File: src/hw/rtl/bau_pkg.sv
package bau_pkg;

  localparam logic [2:0] CMD_AAA = 3'd0;
  localparam logic [2:0] CMD_AAS = 3'd1;
  localparam logic [2:0] CMD_DAA = 3'd2;
  localparam logic [2:0] CMD_DAS = 3'd3;
  localparam logic [2:0] CMD_AAM = 3'd4;
  localparam logic [2:0] CMD_AAD = 3'd5;

  localparam logic [15:0] UNPACK_ADJ = 16'h0106;
  localparam logic [7:0]  LOW_NIBBLE = 8'h0f;
  localparam logic [7:0]  BCD_MAX    = 8'h99;
  localparam logic [7:0]  HIGH_ADJ   = 8'h60;
  localparam logic [7:0]  LOW_ADJ    = 8'h06;
  localparam logic [3:0]  DIGIT_MAX  = 4'd9;

  // one quotient bit per cell
  localparam int DIV_CELLS = 8;

  typedef struct packed {
    logic [2:0] cmd;
    logic [7:0] al_in;
    logic [7:0] ah_in;
    logic       af_in;
    logic       cf_in;
    logic [7:0] imm_base;
  } bau_req_t;

  typedef struct packed {
    logic [7:0] al_out;
    logic [7:0] ah_out;
    logic       af_out;
    logic       cf_out;
    logic       sf_out;
    logic       zf_out;
    logic       pf_out;
    logic       szp_written;
    logic       divide_error;
  } bau_rsp_t;

  // item as it travels down the cell chain
  typedef struct packed {
    logic [7:0] al;
    logic [7:0] ah;
    logic       af;
    logic       cf;
    logic       szp;
    logic       derr;
    logic       is_div;
    logic [7:0] divisor;
    logic [7:0] rem;
    logic [7:0] dq;
  } bau_cell_t;

endpackage

File: src/hw/rtl/bau_decode.sv
module bau_decode (
  input  bau_pkg::bau_req_t  req,
  output bau_pkg::bau_cell_t item
);
  import bau_pkg::*;

  logic        low_adj;
  logic        high_adj;
  logic [15:0] ax;
  logic [15:0] ax_adj;
  logic [8:0]  daa_low;
  logic [7:0]  das_low;
  logic        low_carry;
  logic [7:0]  al_low;
  logic        cf_low;
  logic [7:0]  al_high;
  logic [15:0] aad_prod;

  assign low_adj  = (req.al_in[3:0] > DIGIT_MAX) || req.af_in;
  assign high_adj = (req.al_in > BCD_MAX) || req.cf_in;
  assign ax       = {req.ah_in, req.al_in};
  assign ax_adj   = (req.cmd == CMD_AAA) ? ax + UNPACK_ADJ : ax - UNPACK_ADJ;
  assign daa_low  = {1'b0, req.al_in} + {1'b0, LOW_ADJ};
  assign das_low  = req.al_in - LOW_ADJ;
  assign aad_prod = req.ah_in * req.imm_base;

  always_comb begin
    if (req.cmd == CMD_DAA) begin
      low_carry = daa_low[8];
    end else begin
      low_carry = req.al_in < LOW_ADJ;
    end
    if (low_adj) begin
      al_low = (req.cmd == CMD_DAA) ? daa_low[7:0] : das_low;
      cf_low = req.cf_in | low_carry;
    end else begin
      al_low = req.al_in;
      cf_low = 1'b0;
    end
    al_high = (req.cmd == CMD_DAA) ? al_low + HIGH_ADJ : al_low - HIGH_ADJ;
  end

  always_comb begin
    item         = '0;
    item.al      = req.al_in;
    item.ah      = req.ah_in;
    item.af      = req.af_in;
    item.cf      = req.cf_in;
    item.divisor = req.imm_base;
    item.dq      = req.al_in;
    case (req.cmd)
      CMD_AAA, CMD_AAS: begin
        if (low_adj) begin
          item.al = ax_adj[7:0] & LOW_NIBBLE;
          item.ah = ax_adj[15:8];
        end else begin
          item.al = req.al_in & LOW_NIBBLE;
        end
        item.af = low_adj;
        item.cf = low_adj;
      end
      CMD_DAA, CMD_DAS: begin
        item.af  = low_adj;
        item.szp = 1'b1;
        if (high_adj) begin
          item.al = al_high;
          item.cf = 1'b1;
        end else begin
          item.al = al_low;
          // das keeps the low borrow, daa clears
          item.cf = (req.cmd == CMD_DAA) ? 1'b0 : cf_low;
        end
      end
      CMD_AAM: begin
        if (req.imm_base == '0) begin
          item.derr = 1'b1;
        end else begin
          item.is_div = 1'b1;
          item.af     = 1'b0;
          item.szp    = 1'b1;
        end
      end
      CMD_AAD: begin
        item.al  = req.al_in + aad_prod[7:0];
        item.ah  = '0;
        item.af  = 1'b0;
        item.szp = 1'b1;
      end
      default: begin
      end
    endcase
  end

endmodule

File: src/hw/rtl/bau_div_cell.sv
module bau_div_cell (
  input  logic               clk,
  input  logic               rst,
  input  logic               up_valid,
  output logic               up_ready,
  input  bau_pkg::bau_cell_t up_data,
  output logic               dn_valid,
  input  logic               dn_ready,
  output bau_pkg::bau_cell_t dn_data
);
  import bau_pkg::*;

  logic      valid;
  bau_cell_t data;
  bau_cell_t data_next;
  logic [8:0] trial;
  logic       fits;

  // one restoring division step: shift in next dividend bit, subtract if it fits
  assign trial = {up_data.rem, up_data.dq[7]};
  assign fits  = trial >= {1'b0, up_data.divisor};

  always_comb begin
    data_next = up_data;
    if (up_data.is_div) begin
      data_next.rem = fits ? 8'(trial - {1'b0, up_data.divisor}) : trial[7:0];
      data_next.dq  = {up_data.dq[6:0], fits};
    end
  end

  assign up_ready = !valid || dn_ready;

  always_ff @(posedge clk) begin
    if (rst) begin
      valid <= 1'b0;
    end else if (up_ready) begin
      valid <= up_valid;
    end
  end

  always_ff @(posedge clk) begin
    if (up_valid && up_ready) begin
      data <= data_next;
    end
  end

  assign dn_valid = valid;
  assign dn_data  = data;

endmodule

File: src/hw/rtl/bcd_adjust_unit.sv
// decimal-adjust execution unit (aaa, aas, daa, das, aam, aad)
// req channel: one instruction beat with opcode, al, ah, af, cf and the
//   immediate byte; taken when req_valid and req_ready are both high
// rsp channel: one result beat per instruction, in order, with new al, ah,
//   af, cf, the sf/zf/pf flags of the new al and the szp_written and
//   divide_error marks
// path: each req beat passes 8 division cells and one output register before
//   rsp_valid; every opcode takes the same path so order is kept
// throughput: one instruction per cycle while rsp_ready stays high; aam's divide
//   runs as a chain of 8 restoring-division cells, one quotient bit per cell
// reset: synchronous, clears all valid bits; nothing else needs clearing
// stall: each cell and the output register hold their beat while the next
//   one is full and stalled; empty slots still fill, so up to 9 beats are
//   buffered before req_ready drops
module bcd_adjust_unit (
  input  logic              clk,
  input  logic              rst,
  input  logic              req_valid,
  output logic              req_ready,
  input  bau_pkg::bau_req_t req,
  output logic              rsp_valid,
  input  logic              rsp_ready,
  output bau_pkg::bau_rsp_t rsp
);
  import bau_pkg::*;

  bau_cell_t chain_data  [DIV_CELLS+1];
  logic      chain_valid [DIV_CELLS+1];
  logic      chain_ready [DIV_CELLS+1];

  bau_cell_t last;
  bau_rsp_t  rsp_next;
  logic      valid;
  bau_rsp_t  rsp_q;

  bau_decode u_decode (
    .req  (req),
    .item (chain_data[0])
  );

  assign chain_valid[0] = req_valid;
  assign req_ready      = chain_ready[0];

  for (genvar i = 0; i < DIV_CELLS; i++) begin : g_cell
    bau_div_cell u_cell (
      .clk      (clk),
      .rst      (rst),
      .up_valid (chain_valid[i]),
      .up_ready (chain_ready[i]),
      .up_data  (chain_data[i]),
      .dn_valid (chain_valid[i+1]),
      .dn_ready (chain_ready[i+1]),
      .dn_data  (chain_data[i+1])
    );
  end

  assign last = chain_data[DIV_CELLS];

  always_comb begin
    rsp_next              = '0;
    rsp_next.al_out       = last.is_div ? last.rem : last.al;
    rsp_next.ah_out       = last.is_div ? last.dq : last.ah;
    rsp_next.af_out       = last.af;
    rsp_next.cf_out       = last.cf;
    rsp_next.szp_written  = last.szp;
    rsp_next.divide_error = last.derr;
    if (last.szp) begin
      rsp_next.sf_out = rsp_next.al_out[7];
      rsp_next.zf_out = rsp_next.al_out == '0;
      rsp_next.pf_out = ~^rsp_next.al_out;
    end
  end

  assign chain_ready[DIV_CELLS] = !valid || rsp_ready;

  always_ff @(posedge clk) begin
    if (rst) begin
      valid <= 1'b0;
    end else if (chain_ready[DIV_CELLS]) begin
      valid <= chain_valid[DIV_CELLS];
    end
  end

  always_ff @(posedge clk) begin
    if (chain_valid[DIV_CELLS] && chain_ready[DIV_CELLS]) begin
      rsp_q <= rsp_next;
    end
  end

  assign rsp_valid = valid;
  assign rsp       = rsp_q;

endmodule

File: config.mk
export PLATFORM = sky130hd
export DESIGN_NAME = bcd_adjust_unit
export DESIGN_NICKNAME = d
export VERILOG_FILES = /design/src/hw/rtl/bau_pkg.sv /design/src/hw/rtl/bau_decode.sv /design/src/hw/rtl/bau_div_cell.sv /design/src/hw/rtl/bcd_adjust_unit.sv
export SDC_FILE = /design/constraint.sdc
export NUM_CORES = 1
export LEC_CHECK = 0
export BUFFER_PORTS_ARGS = -buffer_cell sky130_fd_sc_hd__buf_4
export CORE_MARGIN = 1
export CORE_UTILIZATION = 37
export CTS_CLUSTER_SIZE = 12
export DETAILED_ROUTE_END_ITERATION = 7
export SYNTH_ARGS = -nofsm -noshare
export SYNTH_HDL_FRONTEND = slang
export SYNTH_SLANG_ARGS = --single-unit
File: constraint.sdc
create_clock -name clk -period 4.2 [get_ports clk]
set_input_delay 0.21 -clock clk [delete_from_list [all_inputs] [get_ports clk]]
set_output_delay 0.21 -clock clk [all_outputs]
set_load 0.1 [all_outputs]
==> summary.md <==
| Metric | Value |
|---|---|
| Status | finished clean |
| Final #Nets | 1,737 |
| Worst hold stages | 2 |
| CP Data Required Time | 4.50 ns |
| Tightest Pin Transition | 1.127 ns |
| Top Ports | 58 |
| Grt total ovfl | 0 |
| Cell breakdown of the critical path | dlygate4sd3_1 -> buf_4 -> nand2_1 -> fa_1 -> inv_1 -> ha_1 -> ha_1 -> inv_1 -> fa_1 -> inv_1 -> ha_1 -> fa_2 -> a21o_1 -> a21oi_2 -> xnor2_1 -> xnor2_1 -> o21ai_0 -> a211o_1 |
| R2R depth | 9 |
| Worst reg-to-reg setup slack | 1.23 ns |
| Die area | 0.05170 mm2 |
| CTS root buffer | clkbuf_16 |
| Critical Path Start Type | primary input |
| Initial antenna violation count | 0 |
| Routed WL per cell | 14.65 um |
| Largest net degree at the start of global routing | 46 |
| Fin area | 0.02142 mm2 |
| Filler instances | 4,623 |
| Slowest stage delay, CP | 0.54 ns |
| Detailed Place HPWL | 24,900 um |
| Max Slew Vio Count | 0 |
| GRT Util Overall | 0.1338 |
| Most frequent cells in the layout | 375 x edfxtp_1, 150 x inv_1, 122 x nand2_1 |
| # setup viols final | 0 |
| Mapped Nets | 1,657 |
| Die Height | 227.4 um |
| Register area | 0.01144 mm2 |
| Leakage power | 8.010 nW |
| Power per cell area | 395.5 mW/mm2 |
| DR vias/cell | 4.845 |
| PortBufs | 57 |
| Core area | 0.05017 mm2 |
| Synth async-reset ratio | 0 |
| Crit path max-delay cell type | fa_1 |
| Worst Path Arrival | 4.31 ns |
| Post-Syn Area | 0.01880 mm2 |
| Share of cells above drive strength 1 | 0.1193 |
| Metal1 wirelength | 15,180 um |
| Register area share after synthesis | 0.6087 |
| Endpoints failing hold | 0 |
| Hold path endpoint | g_cell[0].u_cell.dn_data[16] |
| Initial DRC count | 572 |
| Final core occ | 0.4270 |
| CTS tree | yes |
| Worst Skew | 0.01445 ns |
| CP Capture Type | register |
| HP Start | req[0] |
| Area occupied by multi-input gates | 0.006705 mm2 |
| TNS Setup | 0 ns |
| DRC errors left | 0 |
| Unique masters post-synth | 49 |
| CP Class | in2reg |
| Number of global-route vias before repair | 11,030 |
| Register bit count reported by yosys | 384 |
| RR Startpoint | g_cell[2].u_cell.dn_data[17] |
| Worst vdd ir | 372.8 uV |
| Max Fclk | 249.5 MHz |
| EDFF count, synth | 375 |
| Routed met3 length | 1175 um |
| ANT nets after route | 0 |
| Final WL | 33,430 um |
| Sink Count | 384 |
| Drt pass-1 iters | 5 |
| Skew-Pair Late Insertion Delay | 0.56 ns |
| Placed inst area | 0.02007 mm2 |
| Highest routed layer | met4 |
| Worst-path clk slew | 0.06 ns |
| Minimum clock period | 4.009 ns |
| Post-Synthesis Cells | 1,503 |
| Total number of vias | 11,060 |
| Most common cell after layout, fill and taps aside | edfxtp_1 |
| CP top delay family | adder cells |
| Maxcap violations | 0 |
| Antenna Cells | 0 |
| RSZ-0062 raised after global routing | false |
| Starting density of the core | 0.3746 |
| Rel. slew slack | 0.2471 |
| Stages on the worst setup path | 18 |
| Synth warn | 0 |
| Routed wl met2 | 16,010 um |
| Reg2reg end | g_cell[3].u_cell.dn_data[10] |
| CP Max Fanout | 9 |
| CTS Buf Count | 41 |
| Area grow syn2layout | 13.97% |
| Postcts setup bufs | 0 |
| Predominant post-synthesis flop cell | edfxtp_1 |
| Clock buffer depth | 3 |
| Placer Congestion | 0.9102 |
| CTS H-tree lvls | 2 |
| Buffers & Inverters on Critical Path | 5 |
| Crit share post-route | 0.9545 |
| Horiz. Die Dim | 227.4 um |
| Row cnt | 82 |
| First-pass GRT wire length | 55,210 um |
| Worst min-delay path category | in2reg |
| Avg Cell Area, Syn | 12.51 um2 |
==> worst max path at each step <==
stage	start	endpoint	slack, ns
detailed placement	req[24]	g_cell[0].u_cell.dn_data[44]	0.06
finish	req[1]	g_cell[0].u_cell.dn_data[44]	0.19
CTS	req[1]	g_cell[0].u_cell.dn_data[44]	0.15
global route	req[1]	g_cell[0].u_cell.dn_data[44]	0.02
global placement	req[13]	g_cell[0].u_cell.dn_data[44]	0.11
floorplan	rsp_valid	g_cell[7].u_cell.dn_data[0]	0.004
==> cells in the mapped netlist, types with 11 or more instances <==
| master | number | share of area |
|---|---|---|
| edfxtp_1 | 375 | 0.60 |
| inv_1 | 150 | 0.030 |
| nand2_1 | 122 | 0.024 |
| nor2_1 | 108 | 0.022 |
| ha_1 | 94 | 0.063 |
| o21ai_0 | 83 | 0.022 |
| a21oi_1 | 55 | 0.015 |
| mux2_2 | 52 | 0.031 |
| xnor2_1 | 44 | 0.021 |
| clkbuf_1 | 41 | 0.0082 |
| a31oi_1 | 37 | 0.012 |
| and2_1 | 29 | 0.0097 |
| nor2b_1 | 29 | 0.0097 |
| fa_1 | 27 | 0.029 |
| nor3_1 | 24 | 0.0064 |
| mux2i_1 | 22 | 0.012 |
| nand2b_1 | 21 | 0.0070 |
| xor2_1 | 20 | 0.0093 |
| nand4_1 | 15 | 0.0050 |
| nand3_1 | 14 | 0.0037 |
| o211ai_1 | 14 | 0.0056 |
| o21a_1 | 14 | 0.0056 |
| a21o_1 | 13 | 0.0052 |
| a21boi_0 | 11 | 0.0044 |
==> state kept, by name (all words and copies together) (netlist names) <==
name,flops
g_cell.u_cell.dn_valid,8
rsp,23
rsp_valid,1
g_cell.u_cell.dn_data,352
==> per-layer routing <==
metal / global-route usage / vias to the layer above
li1: - / 5571
met1: 0.1679 / 5197
met2: 0.2272 / 212
met3: 0.02233 / 76
met4: 0.05867 / 0
met5: 0 / -
==> power breakdown <==
group / switching [W] / leakage, nW / total, W / internal, W
Sequential: 0.0000413 / 3.51 / 0.00431 / 0.00427
Combinational: 0.000465 / 3.90 / 0.000821 / 0.000356
Clock: 0.00141 / 0.598 / 0.00334 / 0.00194
==> layout make-up <==
cell class,count,share of cell area
Inverter,150,0.02629
Tap cell,672,0.03925
Timing Repair Buffer,80,0.02921
Multi-Input combinational cell,926,0.3130
Clock buffer,55,0.05035
Clock inverter,15,0.007769
Sequential cell,384,0.5341
==> timing repair <==
item / in CTS / in global routing
gates resized for setup: 0 / 2
endpoints found under the hold margin: 18 / 0
hold buffers: 10 / 0
setup endpoints to repair: 0 / 1
==> metrics by stage <==
| stage | worst slack [ns] | total power [W] | hold WS, ns | std cells |
|---|---|---|---|---|
| global route | 0.01604 | 0.008837 | 0.01701 | 2282 |
| CTS | 0.1462 | 0.008571 | 0.01686 | 2282 |
| detailed placement | 0.05503 | 0.005197 | 0.4045 | 2202 |
| global placement | 0.1084 | 0.005191 | 0.4036 | 2202 |
| finish | 0.1913 | 0.008473 | 0.04162 | 2282 |
| floorplan | 0.003843 | 0.004978 | 0.3089 | 1503 |
==> logic make-up (layout without fill, tap and decap cells) <==
kind of cell               after synthesis  after routing  share of synthesized area
AOI/OAI and AO/OA                      271            271                    0.08860
xor gates and xnor gates                64             64                    0.02982
adders and majority gates              121            121                    0.09133
buffers and inverters                  193            300                    0.03901
DFF                                    384            384                     0.6087
muxes                                   74             74                    0.04287
and+or+nand+nor                        396            396                    0.09965
Note: power is estimated with default switching activity, not from simulation.
